==> config.mk <==
export PLATFORM = sky130hd
export DESIGN_NAME = rptw_frame_flags
export DESIGN_NICKNAME = d
export VERILOG_FILES = /design/src/hw/rtl/rptw_pkg.sv /design/src/hw/rtl/rptw_frame_flags.sv
export SDC_FILE = /design/constraint.sdc
export NUM_CORES = 1
export LEC_CHECK = 0
export CAP_MARGIN = 20
export CELL_PAD_IN_SITES_DETAIL_PLACEMENT = 1
export CELL_PAD_IN_SITES_GLOBAL_PLACEMENT = 2
export CORE_UTILIZATION = 43
export CTS_BUF_LIST = sky130_fd_sc_hd__clkbuf_16
export DETAILED_ROUTE_END_ITERATION = 8
export DONT_BUFFER_PORTS = 1
export PLACE_DENSITY = 0.83
export SYNTH_ARGS = -nofsm -noshare
export SYNTH_HDL_FRONTEND = slang
export SYNTH_SLANG_ARGS = --single-unit
export TNS_END_PERCENT = 30
==> constraint.sdc <==
create_clock -name clk -period 2.6 [get_ports clk]
set_input_delay 0 -clock clk [delete_from_list [all_inputs] [get_ports clk]]
set_output_delay 0 -clock clk [all_outputs]
set_load 0.01 [all_outputs]
==> src/hw/rtl/rptw_pkg.sv <==
// ============================================================================
// rptw_pkg
// Shared types, constants and helpers of the radix page table walker.
// ============================================================================
package rptw_pkg;

    // Table geometry
    localparam int FRAMES     = 256;
    localparam int LEVELS     = 5;
    localparam int INDEX_BITS = 9;

    // Fixed field widths
    localparam int OP_BITS        = 2;
    localparam int VPAGE_BITS     = 45;
    localparam int PPAGE_BITS     = 52;
    localparam int CFG_BITS       = 8;
    localparam int CFG_INDEX_BITS = 2;

    // Derived widths
    localparam int FRAME_BITS = (FRAMES > 1) ? $clog2(FRAMES) : 1;
    localparam int NF_BITS    = $clog2(FRAMES + 1);
    localparam int LEVEL_BITS = $clog2(LEVELS + 1);
    localparam int ADDR_BITS  = FRAME_BITS + INDEX_BITS;
    localparam int ENTRY_BITS = PPAGE_BITS + 1;

    // Operation codes
    localparam logic [OP_BITS-1:0] OP_QUERY = 2'd0;
    localparam logic [OP_BITS-1:0] OP_MAP   = 2'd1;
    localparam logic [OP_BITS-1:0] OP_UNMAP = 2'd2;

    // Register indexes
    localparam logic [CFG_INDEX_BITS-1:0] CFG_ROOT_FRAME = 2'd0;
    localparam logic [CFG_INDEX_BITS-1:0] CFG_ALLOC_BASE = 2'd1;

    // Register reset values
    localparam logic [CFG_BITS-1:0] ROOT_FRAME_RESET = 8'd0;
    localparam logic [CFG_BITS-1:0] ALLOC_BASE_RESET = 8'd1;

    // Request beat
    typedef struct packed {
        logic [OP_BITS-1:0]    operation;
        logic [VPAGE_BITS-1:0] virtual_page;
        logic [PPAGE_BITS-1:0] physical_page;
    } rptw_req_t;

    // Response beat
    typedef struct packed {
        logic                  mapped;
        logic [PPAGE_BITS-1:0] result_page;
        logic                  out_of_frames;
    } rptw_rsp_t;

    // Frame flag updates: set marks a frame as logically empty,
    // clear marks it as physically cleared and in use
    typedef struct packed {
        logic                  set_en;
        logic [FRAME_BITS-1:0] set_frame;
        logic                  clr_en;
        logic [FRAME_BITS-1:0] clr_frame;
    } rptw_flag_cmd_t;

    // Allocator reload from the register port
    typedef struct packed {
        logic                load;
        logic [CFG_BITS-1:0] base;
    } rptw_alloc_cfg_t;

    // Table index of one level (level 1 = leaf table, lowest bits)
    function automatic logic [INDEX_BITS-1:0] slot_index(
        input logic [VPAGE_BITS-1:0] vp,
        input logic [LEVEL_BITS-1:0] level
    );
        logic [INDEX_BITS-1:0] idx;
        idx = '0;
        for (int l = 1; l <= LEVELS; l++) begin
            if (level == LEVEL_BITS'(l))
            begin
                idx = vp[(l-1)*INDEX_BITS +: INDEX_BITS];
            end
        end
        return idx;
    endfunction

endpackage

==> src/hw/rtl/rptw_frame_flags.sv <==
// ============================================================================
// rptw_frame_flags
// One flag per frame: set means the frame reads as all-invalid and its
// memory contents are stale until swept.
// ============================================================================
module rptw_frame_flags
    import rptw_pkg::*;
(
    input  logic                  clk,
    input  logic                  rst_n,
    input  rptw_flag_cmd_t        cmd,
    input  logic [FRAME_BITS-1:0] frame,
    output logic                  zero
);

    logic [FRAMES-1:0] zero_reg;
    logic [FRAMES-1:0] zero_next;

    // Set on allocation, clear after the sweep
    always_comb
    begin
        zero_next = zero_reg;
        if (cmd.set_en)
        begin
            zero_next[cmd.set_frame] = 1'b1;
        end
        if (cmd.clr_en)
        begin
            zero_next[cmd.clr_frame] = 1'b0;
        end
    end

    // Every frame is logically empty after reset
    always_ff @(posedge clk or negedge rst_n)
    begin
        if (!rst_n)
        begin
            zero_reg <= '1;
        end
        else
        begin
            zero_reg <= zero_next;
        end
    end

    assign zero = zero_reg[frame];

endmodule

## After elaboration in Yosys (flattened, before gate mapping)

Cells that the tools add are included.

| operators by class | value |
|---|---|
| muxes and demuxes | 8 |
| bitwise operators | 3 |
| $lt $le $gt $ge | 5 |
| reductions and logical operators | 2 |

Operator list:

| operator | count |
|---|---|
| $mux 256 | 2 |
| $and 256x256->256 | 1 |
| $not 256->256 | 1 |
| $or 256x256->256 | 1 |
| $lt 8x9->1 const B | 3 |
| $demux 1 s8 | 2 |
| $ge 8x1->1 const B | 2 |
| $bmux 1 s8 | 1 |
| $mux 1 | 3 |
| $logic_and 1x1->1 | 2 |

| word-level totals | value |
|---|---|
| logic and storage cells | 19 |
| output and inout bits | 1 |
| input bits | 28 |
| bits in registers | 256 |

## Logic depth before layout (Yosys ltp)

Gate-level depths: netlist of the first run.

| logic depth | value |
|---|---|
| depth after elaboration | 8 |
| mapped depth | 11 |
| mapped depth without buffers | 6 |

## Worst setup path after synthesis of the first run

Ideal clock, no wire load.

| path | value |
|---|---|
| kind | register to output |
| start | register zero_reg[219] |
| end | output port zero |
| required time | 2.600 ns |
| data arrival time | 1.959 ns |
| slack | 0.641 ns |
| cell stages (with the launch flop) | 7 |
| cell sequence | dfstp_2 > mux4_2 > mux4_2 > mux2i_1 > o22ai_1 > a2111oi_0 > a41oi_1 |

| on the way | value |
|---|---|
| word-level cells in the longest chain between the ends | 2 |

Ends and longest elaborated chain:

| element | line | text |
|---|---|---|
| start: declaration | rptw_frame_flags.sv:16 | `logic [FRAMES-1:0] zero_reg;` |
| start signal: assignment | rptw_frame_flags.sv:42 | `zero_reg <= zero_next;` |
| $bmux 1 s8 | rptw_frame_flags.sv:46 | `assign zero = zero_reg[frame];` |
| $mux 1 (implied by the code) | rptw_frame_flags.sv:46 |  |
| end: declaration | rptw_frame_flags.sv:13 | `output logic zero` |

Every way passes these cells. The select of a mux whose other input is x is not followed.

## Worst setup path in the final report of the first run

Same ends and word-level chain as after synthesis.

==> qor.csv, run 1 <==
metric,value,unit
pre-CTS WS,0.105,ns
leading area contributor after synthesis,dfstp_2,
ys async rst share,100,%
vias in the first global route,11100,
Worst VDD drop,0.469,mV
register area,0.00673,mm²
total grt overflow,0,
placed instance area,0.0129,mm²
"delay-heaviest family, CP",multiplexers,
Worst-Skew Late Latency,0.57,ns
initial antenna violation count,1,
# hold bufs at CTS,36,
final non-filler cell area,0.0143,mm²
RSZ-0062 raised after global routing,true,
CTS tree,done,
Cell Rows,61,
max-slew violation count,0,
Root Buffer,clkbuf_16,
largest net degree at the start of global routing,257,
number of synthesized register bits,256,
syn_nets,1197,
Avg WL per Cell,28.4,µm
syn avg cell area,10.5,µm²
area of the mapped netlist,0.0122,mm²
Power Density,673,mW/mm²
TritonCTS sink count,256,
IO buf count,0,
H-Tree Level Count,1,
total power,9.62,mW
Final Cycle Share,106,%
FF-to-FF setup slack,0.66,ns
sequential share of the synthesized area,55.0,%
Multi-input gate area,0.00529,mm²
die width,171,µm
"Slowest-stage cell, CP",mux4_2,
Crit Path Max Fanout,2,
worst-margin pin slew,1.03,ns
Worst setup SP type,flop,
maxcap violations,0,
Crit path top cell by count,mux4_2,
clock period minus worst slack,2.74,ns
gpl congestion,0.831,
Buf/Inv on CP,1,
I/O pins,29,
R2R depth,4,
Setup-failing EPs final,1,
Synth cell types,34,
Syn Inst Count,1169,
top cell type's share of synthesized area,55.0,%
Hold WC Path Type,in -> async,
number of flops mapped to enable cells by yosys,0,
combinational power share,10.1,%
Clock Tree Buf Depth,3,
max incr delay on CP,0.50,ns
status,"finished, violations left",
final net count,1242,
Area Overhead vs Synth,16.9,%
hold violation total from the final report,259,
critical path capture point type,output port,
Core Region,0.0279,mm²
Int Pwr,7.18,mW
post-route ant nets,0,
"Top FF cell, synth",dfstp_2,
synth top area cells,"dfstp_2 (55%), a21oi_1 (21%), mux4_2 (6.1%)",
most frequent cell after synthesis,a21oi_1,
NetSw,2.44,mW
worst setup margin,-0.143,ns
first-pass GRT wire length,69900,µm
fmax,0.365,GHz
initial core utilization,43.9,%
Die Span Y,171,µm
failing checks,"hold timing, setup timing",
Setup Crit Path Kind,reg -> out,
worst reg2reg endpoint,zero_reg[253],
max_slew headroom,30.8,%
Critical R2R Launch,zero_reg[253],
DR iter-0 viols,958,
Clock transition at path regs,0.06,ns
final WL,45800,µm
HPWL after DPL,26500,µm
switch share,25.4,%
DRC,0,
most frequent cells after synthesis,"a21oi_1 (505), dfstp_2 (256), clkbuf_1 (76), mux2i_1 (69), nor2_1 (62)",
crit path cell chain,mux4_2 > mux4_2 > mux2i_1 > o22ai_2 > a2111oi_4 > buf_4 > a41oi_4,
max reg flops,256,
Leakage,5.43,nW
via count,10500,
die area,0.0291,mm²
clock share of power,40.5,%
setup_tns,-0.143,ns
power share of the sequential group,49.4,%
CTS Buf Count,30,
Pre-Repair DR Iteration Count,5,
Critical Path RT,2.60,ns
Tot GR Track Use,32.6,%
share of cells above drive strength 1,35.1,%
Post-CTS Setup Repair Bufs,0,
crit path DAT,2.74,ns
Clock Skew,0,ns
Hold Worst Slack,-0.716,ns
Synthesis Warnings,0,
vias per cell,6.47,
Filler Cells Inserted,3004,
[layer usage]
layer | GRT usage, % | up-vias | share of wire [%]
met4 | 14.9 | 0 | 4.6
met2 | 51.3 | 473 | 46
met3 | 5.74 | 122 | 7.5
met5 | 0 | - | 0
li1 | - | 4428 | -
met1 | 43.9 | 5430 | 42
[placed cells by master, fill, tap and decap left out, types with 4 or more instances in the layout]
cell	count
o21ai_0	10
mux2i_1	69
nand2_1	18
mux4_2	33
nor2b_1	7
dlygate4sd3_1	35
nor3_2	19
a21oi_1	505
nor2_1	61
clkinv_2	9
clkbuf_16	30
nor3_1	6
clkinv_1	8
nand3b_1	4
a221oi_1	9
nand2b_1	12
a31oi_1	8
o22ai_1	20
nor4_1	4
inv_1	8
nand3_1	6
buf_4	69
dfstp_2	256
[cell families (layout without fill, tap and decap cells)]
kind of cell    Yosys count  in the layout  share of synthesized area, %
buf+inv                  97            164                          3.35
mux                     105            105                          12.0
compound gates          563            563                          23.9
other cells               0              2                             0
simple gates            148            148                          5.76
flops                   256            256                          55.0
[power by group through the flow]
stage               Sequential (mW)  Combinational [mW]  Clock (mW)
detailed placement             4.79               0.864           0
floorplan                      4.73               0.700           0
CTS                            4.74               0.958        3.95
finish                         4.75               0.973        3.90
global route                   4.78                1.07        4.07
global placement               4.77               0.832           0
[worst register-to-register path, cell delays in order, from the launching register on]
cell and delay (ns):
dfstp_2 0.53, a31oi_1 0.04, dlygate4sd3_1 0.59, a31oi_1 0.15, dlygate4sd3_1 0.57
[layout make-up]
cell class / instances / share of cell area [%]
diodes: 2 / 0.0350
clock buffers: 30 / 5.25
clock inverters: 24 / 1.01
inverters: 4 / 0.105
multi-input cells: 816 / 37.0
flip-flops and latches: 256 / 47.0
well taps: 378 / 3.31
repair buffers: 106 / 6.24
[worst max path at each step]
stage | from | end | depth (start not counted)
final | zero_reg[219] | zero | 7
after global routing | zero_reg[219] | zero | 7
after CTS | zero_reg[219] | zero | 7
after detailed placement | zero_reg[171] | zero | 8
after global placement | zero_reg[171] | zero | 8
after floorplan | zero_reg[219] | zero | 6
[metrics by stage]
step	util, %	cells
after floorplan	-	1169
after detailed placement	46.4	1523
after global placement	46.4	1523
after CTS	51.2	1613
after global routing	51.3	1616
final	51.3	1616
[repair_timing]
item,CTS,global route
hold endpoints to repair,482,256
endpoints found under the setup margin,1,4
pin swaps,3,3
resized for setup,12,7
(Power assumes the default switching activity.)
==> inputs of run 2 (changes only) <==
Settings changed: CORE_UTILIZATION 43 to 44, CTS_BUF_LIST sky130_fd_sc_hd__clkbuf_16 to sky130_fd_sc_hd__clkbuf_4, PLACE_DENSITY 0.83 to 0.85.
==> run 2 against run 1 <==
- the run still ends with hold timing, setup timing left
- hold slack lost 0.087 ns
- cell area grew 0.10%
- first-iteration DRC count grew 8.1%
- sequential power is essentially flat
- critical path depth shrank 1
- register-to-register slack lost 0.09 ns
- die area shrank 2.2%
- clock power shrank 4%
- sequential share of layout area is essentially flat
- via count grew 1.9%
==> qor.csv, run 2 (synthesis gave the netlist of run 1 again) <==
metric,value,unit,change
maxcap violations,0,,unchanged
CTS tree,done,,
max-slew violation count,0,,unchanged
failing checks,"hold timing, setup timing",,
share of cells above drive strength 1,38.4,%,+3.3 points
Filler Cells Inserted,2994,,-0.33%
Critical Path RT,2.60,ns,about the same
Pre-Repair DR Iteration Count,5,,unchanged
I/O pins,29,,unchanged
final WL,44400,µm,-3.1%
FF-to-FF setup slack,0.57,ns,-0.09 ns
IO buf count,0,,unchanged
Clock Skew,0,ns,unchanged
Hold Worst Slack,-0.802,ns,-0.0865 ns
busiest layer in global routing,met2,,
"commonest non-fill, non-tap cells in the layout","a21oi_1 (505), dfstp_2 (256), clkbuf_4 (105), mux2i_1 (69), buf_4 (65)",,
total grt overflow,0,,unchanged
fmax,0.363,GHz,-0.50%
grt met2 use,51.2,%,-0.15 points
critical path capture point type,output port,,
largest net degree at the start of global routing,257,,unchanged
Clock Tree Buf Depth,3,,unchanged
CTS Buf Count,72,,+140%
vias in the first global route,11300,,+1.4%
Post-CTS Setup Repair Bufs,0,,unchanged
max_slew headroom,42.9,%,+12 points
status,"finished, violations left",,
Worst setup SP type,flop,,
worst setup margin,-0.157,ns,-0.0139 ns
clock period minus worst slack,2.76,ns,+0.0139 ns
first-pass GRT wire length,68500,µm,-2.0%
Clock transition at path regs,0.07,ns,about the same
pre-CTS WS,0.329,ns,+0.223 ns
die width,169,µm,-1.1%
Avg WL per Cell,26.5,µm,-6.6%
DR iter-0 viols,1036,,+8.1%
Die Span Y,169,µm,-1.1%
initial core utilization,45.1,%,+1.2 points
HPWL after DPL,25400,µm,-4.1%
Worst-Skew Late Latency,0.68,ns,+0.11 ns
fin util,52.8,%,+1.5 points
H-Tree Level Count,3,,+2
Layout Cells excl Fill,1676,,+3.7%
# hold bufs at CTS,44,,+22%
final net count,1288,,+3.7%
hold violation total from the final report,256,,-1.2%
Root Buffer,clkbuf_4,,
Final Cycle Share,106,%,+0.53 points
"most common cell after layout, fill and taps aside",a21oi_1,,
Hold WC Path Type,in -> async,,
Leakage,5.53,nW,+1.9%
register area,0.00673,mm²,unchanged
vias per cell,6.35,,-1.8%
Area Overhead vs Synth,17.0,%,
Core Region,0.0271,mm²,-2.7%
gpl congestion,0.810,,-2.6%
DRC,0,,unchanged
Inst Count DP,1513,,-0.66%
crit path DAT,2.76,ns,+0.02 ns
Crit Path Max Fanout,2,,unchanged
Power Density,661,mW/mm²,-1.7%
post-route ant nets,0,,unchanged
Setup-failing EPs final,1,,unchanged
via count,10700,,+1.9%
GR Layer Usage met1,43.4,%,-0.45 points
initial antenna violation count,1,,unchanged
Cell Rows,60,,-1.6%
RSZ-0062 raised after global routing,true,,
die area,0.0285,mm²,-2.2%
Setup Crit Path Kind,reg -> out,,
TritonCTS sink count,256,,unchanged
max reg flops,256,,unchanged
setup_tns,-0.157,ns,-0.0139 ns
Multi-input gate area,0.00527,mm²,-0.43%
Tot GR Track Use,32.3,%,-0.25 points
worst-margin pin slew,0.855,ns,-0.180 ns
GRT met3 Usage,5.99,%,+0.25 points
Worst VDD drop,0.334,mV,-29%
run 2: cell types whose count changed in the layout (fill, tap and decap cells not counted), sizes merged:
cell and change:
buf -4, bufinv +1, clkbuf +75, clkinv -12, diode -1, dlygate4sd3 +7
dlymetal6s4s +1, inv -1
run 2: final timing paths:
path	cells past startpoint	startpoint	endpoint
worst max-delay path	6	zero_reg[219]	zero
worst min-delay path	0	rst_n	zero_reg[248]
worst max register to register	4	zero_reg[253]	zero_reg[253]
worst min register to register	2	zero_reg[18]	zero_reg[18]
max in group asynchronous	0	rst_n	zero_reg[150]
min in group clk	3	cmd[11]	zero_reg[252]
run 2: layer usage:
layer,wire [µm],up-vias,part of all wire (%)
met5,0,-,0
met4,1720,0,3.9
met3,3270,122,7.4
met2,21000,472,47
met1,18400,5493,41
li1,-,4563,-
run 2: final cells by class:
| class | instances | share of cell area [%] |
|---|---|---|
| Clock inverter | 12 | 0.708 |
| Timing Repair Buffer | 110 | 6.60 |
| Tap cell | 372 | 3.25 |
| Multi-Input combinational cell | 816 | 36.8 |
| Clock buffer | 105 | 5.51 |
| Antenna cell | 1 | 0.0175 |
| Sequential cell | 256 | 47.0 |
| Inverter | 4 | 0.105 |
run 2: critical path, stage by stage (launching register included):
cell and delay (ns):
dfstp_2 0.37, mux4_2 0.47, mux4_2 0.50, mux2i_1 0.18, o22ai_2 0.13, a2111oi_4 0.32
a41oi_2 0.12
run 2: stage by stage:
step | total power [mW] | instance area [µm²]
after floorplan | 5.43 | 12200
after global placement | 5.59 | 12900
after detailed placement | 5.64 | 12900
after CTS | 9.53 | 14300
after global routing | 9.88 | 14300
final | 9.47 | 14300
run 2: what timing repair did:
action                                 4_1_cts  5_1_grt
setup endpoints to repair                    1        6
resized for setup                            9        7
pin swaps                                    1        0
cloned                                       0        0
endpoints found under the hold margin      512      256
run 2: power by group:
part	switching [mW]	total [mW]	internal [mW]
logic	0.535	0.974	0.439
registers	0.184	4.74	4.56
clock network	1.72	3.75	2.03
