`config.mk`:
```
export PLATFORM = sky130hd
export DESIGN_NAME = rptw_walk_fsm
export DESIGN_NICKNAME = d
export VERILOG_FILES = /design/src/hw/rtl/rptw_pkg.sv /design/src/hw/rtl/rptw_walk_fsm.sv
export SDC_FILE = /design/constraint.sdc
export NUM_CORES = 1
export LEC_CHECK = 0
export ABC_AREA = 1
export BUFFER_PORTS_ARGS = -buffer_cell sky130_fd_sc_hd__buf_2
export CAP_MARGIN = 30
export CORE_AREA = 5 5 156 158
export CTS_CLUSTER_SIZE = 10
export DETAILED_ROUTE_END_ITERATION = 10
export DIE_AREA = 0 0 161 163
export PLACE_DENSITY = 0.86
export SYNTH_ARGS = -nofsm -noshare
export SYNTH_HDL_FRONTEND = slang
export SYNTH_SLANG_ARGS = --single-unit
```
`constraint.sdc`:
```
create_clock -name clk -period 13.7 [get_ports clk]
set_clock_uncertainty 0.1 [all_clocks]
set_input_delay 0 -clock clk [delete_from_list [all_inputs] [get_ports clk]]
set_output_delay 0 -clock clk [all_outputs]
set_load 0.005 [all_outputs]
```
`src/hw/rtl/rptw_pkg.sv`:
```
// ============================================================================
// rptw_pkg
// Shared types, constants and helpers of the radix page table walker.
// ============================================================================
package rptw_pkg;

    // Table geometry
    localparam int FRAMES     = 256;
    localparam int LEVELS     = 5;
    localparam int INDEX_BITS = 9;

    // Fixed field widths
    localparam int OP_BITS        = 2;
    localparam int VPAGE_BITS     = 45;
    localparam int PPAGE_BITS     = 52;
    localparam int CFG_BITS       = 8;
    localparam int CFG_INDEX_BITS = 2;

    // Derived widths
    localparam int FRAME_BITS = (FRAMES > 1) ? $clog2(FRAMES) : 1;
    localparam int NF_BITS    = $clog2(FRAMES + 1);
    localparam int LEVEL_BITS = $clog2(LEVELS + 1);
    localparam int ADDR_BITS  = FRAME_BITS + INDEX_BITS;
    localparam int ENTRY_BITS = PPAGE_BITS + 1;

    // Operation codes
    localparam logic [OP_BITS-1:0] OP_QUERY = 2'd0;
    localparam logic [OP_BITS-1:0] OP_MAP   = 2'd1;
    localparam logic [OP_BITS-1:0] OP_UNMAP = 2'd2;

    // Register indexes
    localparam logic [CFG_INDEX_BITS-1:0] CFG_ROOT_FRAME = 2'd0;
    localparam logic [CFG_INDEX_BITS-1:0] CFG_ALLOC_BASE = 2'd1;

    // Register reset values
    localparam logic [CFG_BITS-1:0] ROOT_FRAME_RESET = 8'd0;
    localparam logic [CFG_BITS-1:0] ALLOC_BASE_RESET = 8'd1;

    // Request beat
    typedef struct packed {
        logic [OP_BITS-1:0]    operation;
        logic [VPAGE_BITS-1:0] virtual_page;
        logic [PPAGE_BITS-1:0] physical_page;
    } rptw_req_t;

    // Response beat
    typedef struct packed {
        logic                  mapped;
        logic [PPAGE_BITS-1:0] result_page;
        logic                  out_of_frames;
    } rptw_rsp_t;

    // Frame flag updates: set marks a frame as logically empty,
    // clear marks it as physically cleared and in use
    typedef struct packed {
        logic                  set_en;
        logic [FRAME_BITS-1:0] set_frame;
        logic                  clr_en;
        logic [FRAME_BITS-1:0] clr_frame;
    } rptw_flag_cmd_t;

    // Allocator reload from the register port
    typedef struct packed {
        logic                load;
        logic [CFG_BITS-1:0] base;
    } rptw_alloc_cfg_t;

    // Table index of one level (level 1 = leaf table, lowest bits)
    function automatic logic [INDEX_BITS-1:0] slot_index(
        input logic [VPAGE_BITS-1:0] vp,
        input logic [LEVEL_BITS-1:0] level
    );
        logic [INDEX_BITS-1:0] idx;
        idx = '0;
        for (int l = 1; l <= LEVELS; l++) begin
            if (level == LEVEL_BITS'(l))
            begin
                idx = vp[(l-1)*INDEX_BITS +: INDEX_BITS];
            end
        end
        return idx;
    endfunction

endpackage

```
`src/hw/rtl/rptw_walk_fsm.sv`:
```
// ============================================================================
// rptw_walk_fsm
// Walk sequencer: reads the path, allocates frames, sweeps fresh frames and
// writes entries back; holds the frame allocator.
// ============================================================================
module rptw_walk_fsm
    import rptw_pkg::*;
(
    input  logic                  clk,
    input  logic                  rst_n,
    input  logic                  start,
    input  rptw_req_t             req,
    output logic                  busy,
    output logic                  done,
    output rptw_rsp_t             rsp,
    input  logic [CFG_BITS-1:0]   root_frame,
    input  rptw_alloc_cfg_t       alloc_cfg,
    output logic                  ram_we,
    output logic                  ram_re,
    output logic [ADDR_BITS-1:0]  ram_addr,
    output logic [ENTRY_BITS-1:0] ram_wdata,
    input  logic [ENTRY_BITS-1:0] ram_rdata,
    output logic [FRAME_BITS-1:0] flag_frame,
    output rptw_flag_cmd_t        flag_cmd,
    input  logic                  flag_zero
);

    localparam int SUM_BITS = ((NF_BITS > LEVEL_BITS) ? NF_BITS : LEVEL_BITS) + 1;

    typedef enum logic [7:0] {
        S_IDLE   = 8'b0000_0001,
        S_READ   = 8'b0000_0010,
        S_EVAL   = 8'b0000_0100,
        S_DECIDE = 8'b0000_1000,
        S_ALLOC  = 8'b0001_0000,
        S_WRITE  = 8'b0010_0000,
        S_SWEEP  = 8'b0100_0000,
        S_DONE   = 8'b1000_0000
    } state_t;

    state_t                  state_reg, state_next;
    logic [OP_BITS-1:0]      op_reg, op_next;
    logic [VPAGE_BITS-1:0]   vp_reg, vp_next;
    logic [PPAGE_BITS-1:0]   pp_reg, pp_next;
    logic [FRAME_BITS-1:0]   frame_reg, frame_next;
    logic [FRAME_BITS-1:0]   child_reg, child_next;
    logic [LEVEL_BITS-1:0]   level_reg, level_next;
    logic [ENTRY_BITS-1:0]   wdata_reg, wdata_next;
    logic                    zflag_reg, zflag_next;
    logic [INDEX_BITS-1:0]   sweep_reg, sweep_next;
    logic [NF_BITS-1:0]      next_free_reg, next_free_next;
    logic                    mapped_reg, mapped_next;
    logic [PPAGE_BITS-1:0]   page_reg, page_next;
    logic                    oof_reg, oof_next;

    logic [INDEX_BITS-1:0]   idx;
    logic [ENTRY_BITS-1:0]   entry;
    logic                    entry_usable;
    logic                    op_known;
    logic                    root_ok;
    logic [SUM_BITS-1:0]     need_sum;

    // Entry as seen by the walk: an empty frame reads as zero
    assign idx          = slot_index(vp_reg, level_reg);
    assign entry        = zflag_reg ? '0 : ram_rdata;
    assign entry_usable = entry[PPAGE_BITS]
                       && (entry[PPAGE_BITS-1:0] < PPAGE_BITS'(FRAMES));
    assign op_known     = (req.operation == OP_QUERY) || (req.operation == OP_MAP)
                       || (req.operation == OP_UNMAP);
    assign root_ok      = (32'(root_frame) < FRAMES);
    assign need_sum     = SUM_BITS'(next_free_reg) + SUM_BITS'(level_reg) - SUM_BITS'(1);

    // Sequencer
    always_comb
    begin
        state_next     = state_reg;
        op_next        = op_reg;
        vp_next        = vp_reg;
        pp_next        = pp_reg;
        frame_next     = frame_reg;
        child_next     = child_reg;
        level_next     = level_reg;
        wdata_next     = wdata_reg;
        zflag_next     = zflag_reg;
        sweep_next     = sweep_reg;
        next_free_next = next_free_reg;
        mapped_next    = mapped_reg;
        page_next      = page_reg;
        oof_next       = oof_reg;

        ram_we    = 1'b0;
        ram_re    = 1'b0;
        ram_addr  = {frame_reg, idx};
        ram_wdata = wdata_reg;
        flag_cmd  = '0;

        unique case (state_reg)
            S_IDLE:
            begin
                if (start)
                begin
                    op_next     = req.operation;
                    vp_next     = req.virtual_page;
                    pp_next     = req.physical_page;
                    frame_next  = FRAME_BITS'(root_frame);
                    level_next  = LEVEL_BITS'(LEVELS);
                    mapped_next = 1'b0;
                    page_next   = '0;
                    oof_next    = 1'b0;
                    if (op_known && root_ok)
                    begin
                        if ((LEVELS > 1) || (req.operation == OP_QUERY))
                        begin
                            state_next = S_READ;
                        end
                        else
                        begin
                            state_next = S_DECIDE;
                        end
                    end
                    else
                    begin
                        state_next = S_DONE;
                    end
                end
            end

            S_READ:
            begin
                ram_re     = 1'b1;
                zflag_next = flag_zero;
                state_next = S_EVAL;
            end

            S_EVAL:
            begin
                if (level_reg == LEVEL_BITS'(1))
                begin
                    // leaf of a query
                    mapped_next = entry[PPAGE_BITS];
                    page_next   = entry[PPAGE_BITS] ? entry[PPAGE_BITS-1:0] : '0;
                    state_next  = S_DONE;
                end
                else if (entry_usable)
                begin
                    frame_next = FRAME_BITS'(entry[PPAGE_BITS-1:0]);
                    level_next = level_reg - LEVEL_BITS'(1);
                    if ((level_reg > LEVEL_BITS'(2)) || (op_reg == OP_QUERY))
                    begin
                        state_next = S_READ;
                    end
                    else
                    begin
                        state_next = S_DECIDE;
                    end
                end
                else
                begin
                    state_next = S_DECIDE;
                end
            end

            S_DECIDE:
            begin
                state_next = S_DONE;
                if (op_reg == OP_UNMAP)
                begin
                    if (level_reg == LEVEL_BITS'(1))
                    begin
                        wdata_next = '0;
                        state_next = S_WRITE;
                    end
                end
                else if (op_reg == OP_MAP)
                begin
                    // one fresh frame per missing level
                    if (need_sum > SUM_BITS'(FRAMES))
                    begin
                        oof_next = 1'b1;
                    end
                    else
                    begin
                        state_next = S_ALLOC;
                    end
                end
            end

            S_ALLOC:
            begin
                if (level_reg > LEVEL_BITS'(1))
                begin
                    child_next         = FRAME_BITS'(next_free_reg);
                    next_free_next     = next_free_reg + NF_BITS'(1);
                    flag_cmd.set_en    = 1'b1;
                    flag_cmd.set_frame = FRAME_BITS'(next_free_reg);
                    wdata_next         = {1'b1, PPAGE_BITS'(next_free_reg)};
                end
                else
                begin
                    wdata_next = {1'b1, pp_reg};
                end
                state_next = S_WRITE;
            end

            S_WRITE:
            begin
                if (flag_zero)
                begin
                    // stale frame: clear it before the first write
                    sweep_next = '0;
                    state_next = S_SWEEP;
                end
                else
                begin
                    ram_we = 1'b1;
                    if ((op_reg == OP_MAP) && (level_reg > LEVEL_BITS'(1)))
                    begin
                        frame_next = child_reg;
                        level_next = level_reg - LEVEL_BITS'(1);
                        state_next = S_ALLOC;
                    end
                    else
                    begin
                        state_next = S_DONE;
                    end
                end
            end

            S_SWEEP:
            begin
                ram_we     = 1'b1;
                ram_addr   = {frame_reg, sweep_reg};
                ram_wdata  = '0;
                sweep_next = sweep_reg + INDEX_BITS'(1);
                if (sweep_reg == '1)
                begin
                    flag_cmd.clr_en    = 1'b1;
                    flag_cmd.clr_frame = frame_reg;
                    state_next         = S_WRITE;
                end
            end

            S_DONE:
            begin
                state_next = S_IDLE;
            end

            default:
            begin
                state_next = S_IDLE;
            end
        endcase

        // Allocator reload from the register port
        if (alloc_cfg.load)
        begin
            next_free_next = NF_BITS'(alloc_cfg.base);
        end
    end

    // Control state
    always_ff @(posedge clk or negedge rst_n)
    begin
        if (!rst_n)
        begin
            state_reg     <= S_IDLE;
            next_free_reg <= NF_BITS'(ALLOC_BASE_RESET);
        end
        else
        begin
            state_reg     <= state_next;
            next_free_reg <= next_free_next;
        end
    end

    // Payload
    always_ff @(posedge clk)
    begin
        op_reg     <= op_next;
        vp_reg     <= vp_next;
        pp_reg     <= pp_next;
        frame_reg  <= frame_next;
        child_reg  <= child_next;
        level_reg  <= level_next;
        wdata_reg  <= wdata_next;
        zflag_reg  <= zflag_next;
        sweep_reg  <= sweep_next;
        mapped_reg <= mapped_next;
        page_reg   <= page_next;
        oof_reg    <= oof_next;
    end

    assign flag_frame        = frame_reg;
    assign busy              = (state_reg != S_IDLE);
    assign done              = (state_reg == S_DONE);
    assign rsp.mapped        = mapped_reg;
    assign rsp.result_page   = page_reg;
    assign rsp.out_of_frames = oof_reg;

endmodule

```
# == Word level (Yosys, flattened, before mapping) ==
# Index checks and enable logic that the tools add are counted.
# Widths: inputs -> output; s select.
# totals
register_bits,252
input_bits,173
out_inout_bits,154
word_cells,138
# op_classes
n_addsub,5
n_lt_le_gt_ge,4
eq_ne,32
n_mux,60
n_reduce_logical,23
# op_table
operator,n
$mux 53,4
$mux 52,4
$mux 8,16
$mux 9,14
$pmux 53 s2,1
$pmux 52 s2,1
$pmux 8 s7,1
$lt 52x9->1 const B,1
$ne 2x2->1 const B,13
$pmux 8 s3,1
$add 9x1->9 const B,2
$pmux 9 s2,1
$mux 3,5
$reduce_bool 2->1,6
$add 9x3->10,1
$gt 10x9->1 const B,1
$reduce_and 2->1,5
$sub 10x1->10 const B,1
$eq 9x9->1 const B,1
$pmux 3 s3,1
$eq 8x1->1 const B,1
$eq 8x2->1 const B,1
$eq 8x3->1 const B,1
$eq 8x4->1 const B,1
other kinds (23),40

# == Depth between registers and ports, before layout ==
# depth
depth_word,7
ltp_mapped,18
mapped_depth_nobuf,17

# == Least setup slack after synthesis ==
# Ideal clock, no wire load.
# synth_timing
path_kind,reg2reg
startpoint,register state_reg[7]
endpoint,register op_reg[0] (enable)
setup_time_ns,0.557
arrival_time_ns,5.070
required_ns,13.043
setup_slack_ns,7.972
stages_incl_launch_ff,6
n_path_buf,0
synth_period_minus_slack_ns,5.728
path_cell_list,dfrtp_1 -> nor2_4 -> nand3_2 -> nor2_1 -> inv_2 -> nor2_1
# synth_between
elab_chain_len,2
# synth_rtl
element,line_no,source
start: declaration,rptw_walk_fsm.sv:41,"state_t state_reg, state_next;"
start signal: assignment,rptw_walk_fsm.sv:271,state_reg <= state_next;
$eq 8x1->1,rptw_walk_fsm.sv:97,unique case (state_reg)
$reduce_and 2->1 (no line),--,
end signal: assignment,rptw_walk_fsm.sv:279,op_reg <= op_next;
end: declaration,rptw_walk_fsm.sv:42,"logic [OP_BITS-1:0] op_reg, op_next;"
# Every way passes these cells.
# A chain may end at the register's enable or synchronous reset.

# == Final worst setup path ==
# layout_timing
startpoint,register zflag_reg
endpoint,register state_reg[1]
# layout_between
elab_chain_len,6
# layout_rtl
element,line_no,source
start: declaration,rptw_walk_fsm.sv:49,"logic zflag_reg, zflag_next;"
start signal: assignment,rptw_walk_fsm.sv:286,zflag_reg <= zflag_next;
$mux 53 (*),rptw_walk_fsm.sv:65,assign entry = zflag_reg ? '0 : ram_rdata;
$lt 52x9->1,rptw_walk_fsm.sv:67,&& (entry[PPAGE_BITS-1:0] < PPAGE_BITS'(FRAMES));
$logic_and 1x1->1 (*),rptw_walk_fsm.sv:67,
$mux 8 (*),rptw_walk_fsm.sv:144,else if (entry_usable)
$mux 8 (*),rptw_walk_fsm.sv:137,if (level_reg == LEVEL_BITS'(1))
$pmux 8 s7 (*),rptw_walk_fsm.sv:97,
# Every way passes the cells marked *; elsewhere a longest branch is shown, timed or not.

==> flow_metrics.py <==
metrics = {
    "run_status": {
        "outcome": "complete, no violations",
    },
    "power_and_ir_drop": {
        "netSwitchingFraction_pct": 29.0,
        "ir_drop_v": 0.000114,
        "seq_power_share_pct": 49.2,
        "comb_power_share_pct": 22.4,
        "p_int_w": 0.00168,
        "power.total_w": 0.00236,
        "p_sw_w": 0.000685,
        "clkPwrFrac_pct": 28.4,
        "power_leakage_nw": 7.39,
        "power_density_mw_per_mm2": 149,
    },
    "timing": {
        "rsz0062_at_grt": "false",
        "timing_hold_violations_final": 0,
        "setup-violations-final": 0,
        "worst_slew_pin_slew_ns": 1.04,
        "fin_setup_tns_ns": 0,
        "period_minus_slack_ns": 3.40,
        "maxSlewHeadroom_pct": 30.0,
        "fin_crit_sh_pct": 24.8,
        "finalMaxSlewViolations": 0,
        "fin_ws_ns": 10.30,
        "fmax_mhz": 294,
    },
    "clock_network": {
        "ctsRootBufferMaster": "clkbuf_16",
        "cts_tree": "built",
        "cts_num_sinks": 252,
        "clock_path_buffers": 3,
        "post_cts_resize_count": 0,
        "clk_latency_ns": 0.55,
        "htreeDepth": 1,
        "cts_inserted_buffers": 29,
        "cts.clk_slew.worst_paths_ns": 0.06,
        "post-cts-setup-buffers": 0,
        "hold_buffers": 199,
    },
    "placement": {
        "io_buffers": 326,
        "gp_congestion": 0.941,
        "hpwl_um": 21800,
        "dp.cells": 1620,
        "pre_cts_slack_ns": 10.75,
    },
    "cells_and_area": {
        "area_delta_synth_final_pct": 41.5,
        "seq_area_mm2": 0.00748,
        "largest_register_ffs": 53,
        "drive_gt1_share_pct": 25.7,
        "multi_input_area_mm2": 0.00268,
        "nets": 1758,
        "instances_no_fill": 1865,
        "fillers": 1534,
    },
    "floorplanning": {
        "initial_core_util_pct": 48.7,
        "die_y_um": 163,
        "core-area_mm2": 0.0230,
        "std_cell_rows": 56,
        "die_area_mm2": 0.0262,
        "ioPinCount": 327,
        "die_x_um": 161,
    },
    "setup_path": {
        "crit_path_max_fanout": 9,
        "path_delay_family": "buffers and inverters",
        "crit_path_end_kind": "register",
        "cp_cell_sequence": "nor2_1 > nand4_1 > nor4_1 > dlygate4sd3_1 > nand4_1 > dlygate4sd3_1 > a21oi_1",
        "crit_cells": 7,
        "criticalPathCategory": "reg2reg",
        "crit_buf_inv": 2,
        "r2r_cells": 7,
        "start_kind": "register",
        "slowest_stage": "dlygate4sd3_1",
        "crit_required_ns": 14.07,
        "cpPeakStageDelay_ns": 0.72,
        "critPathArrivalTime_ns": 3.78,
    },
    "yosys": {
        "synth_top_area_share_pct": 63.0,
        "syn_area_per_cell_um2": 10.8,
        "synth_fp_nets": 1233,
        "ys_ff_latch": 252,
        "yosys_most_used_dff": "edfxtp_1",
        "synth_area_leaders": "edfxtp_1 63%, inv_1 7.2%, nor2_1 7.2%, nand2_1 4.0%, dfrtp_1 3.4%",
        "synth_top_area_cell": "edfxtp_1",
        "syn_inst": 1036,
        "syn-cell-area_mm2": 0.0112,
        "yosysWarningCount": 0,
        "ys_seq_area_share_pct": 66.9,
        "synth_edf_count": 235,
        "synth.distinct_cells": 45,
        "async_flop_share_pct": 6.75,
    },
    "routing": {
        "first_pass_iters": 7,
        "drt-wirelength-per-cell_um": 19.0,
        "first_iter_violations": 902,
        "ant_nets": 0,
        "drt_wl_total_um": 35400,
        "drc": 0,
        "viasPerCell": 5.14,
        "vias": 9593,
    },
    "global_routing": {
        "grt_pass1_vias": 10100,
        "grt_usage_pct": 26.6,
        "grt_pass1_wl_um": 54400,
        "grt_max_degree": 84,
        "gr-total-overflow": 0,
        "grt_antenna_before_repair": 1,
    },
    "run": {
        "maxCapViolations": 0,
    },
    "min_path": {
        "hold_class": "in2reg",
        "min_delay_path_depth": 2,
    },
}
[power by group through the flow]
stage	registers [W]	logic [W]	clock network [W]
final	0.00116	0.000530	0.000670
after global routing	0.00117	0.000579	0.000717
after CTS	0.00115	0.000513	0.000673
after detailed placement	0.00116	0.000462	0
after global placement	0.00115	0.000449	0
after floorplan	0.00118	0.000236	0
[layer usage]
layer  routed length, µm  track usage [%]  up-vias
li1                    -                -     4405
met1               12600             30.8     4485
met2               17700             47.0      592
met3                3390             6.58      111
met4                1600             11.9        0
met5                   0                0        -
[kinds of logic (layout without fill, tap and decap cells)]
family                   Yosys count  in the layout  share of synthesized area (%)
other                              0              1                              0
AND/OR/NAND/NOR                  416            416                           15.9
flip-flops                       252            252                           66.9
buffers and inverters            260            798                           9.42
AO/OA/AOI/OAI                     78             78                           4.58
XOR/XNOR                           6              6                          0.469
adder cells (fa/ha/maj)           24             24                           2.75
[cells in the mapped netlist (all sizes together), types with 4 or more instances]
library cell / n
buf: 32
nand3: 36
nand4: 19
nor3: 5
o21ai: 16
edfxtp: 235
nor2: 221
a21oi: 22
inv: 223
clkbuf: 4
nor3b: 4
dfrtp: 15
a31o: 8
nand2: 124
ha: 23
o211ai: 6
xor2: 5
o311ai: 9
a31oi: 7
[layout by cell type (no fill, tap or decap), types with 7 or more instances in the layout]
master         instances
ha_1                  23
a21oi_1               21
a31o_2                 8
o21ai_0               15
nand4_1               17
nand3_1               33
nor2_1               213
buf_2                326
o311ai_0               8
nand2_1              118
dfrtp_1               15
a31oi_1                7
clkbuf_16             29
dlygate4sd3_1        199
edfxtp_1             235
inv_2                  9
clkbuf_1              11
inv_1                214
[worst register-to-register path: cells and delay by family, from the launching register on]
| kind | cells | cell delay, ns |
|---|---|---|
| flops | 1 | 0.50 |
| simple gates | 4 | 1.28 |
| compound gates | 1 | 0.12 |
| buf+inv | 2 | 1.34 |
[layout make-up]
| type | instances | area share (%) |
|---|---|---|
| sequential | 252 | 47.3 |
| multi-input combinational | 524 | 16.9 |
| clock inverter | 4 | 0.134 |
| inverter | 224 | 5.31 |
| tap | 290 | 2.29 |
| timing repair buffer | 530 | 23.2 |
| antenna | 1 | 0.0158 |
| clock buffer | 40 | 4.84 |
[through the flow]
step                hold WS (ns)  utilization (%)  instance area, µm²
floorplan                 -0.396                -               11200
global placement          -0.153             56.7               13000
detailed placement        -0.151             56.7               13000
CTS                       0.0475             68.8               15800
global route              0.0613             68.9               15800
finish                    0.0679             68.9               15800
[path summary, 6_finish.rpt]
kind	end	startpoint	slack (ns)
worst min-delay path	vp_reg[30]$_DFFE_PP_	req[82]	0.07
min in group asynchronous	state_reg[0]$_DFFE_PN1P_	rst_n	0.44
worst max register to register	state_reg[1]$_DFFE_PN0P_	zflag_reg$_DFFE_PP_	10.30
worst max-delay path	state_reg[1]$_DFFE_PN0P_	zflag_reg$_DFFE_PP_	10.30
worst min register to register	child_reg[1]$_DFFE_PP_	next_free_reg[1]$_DFFE_PN0P_	0.43
max in group asynchronous	next_free_reg[4]$_DFFE_PN0P_	rst_n	11.91
Note: power is estimated with default switching activity, not from simulation.
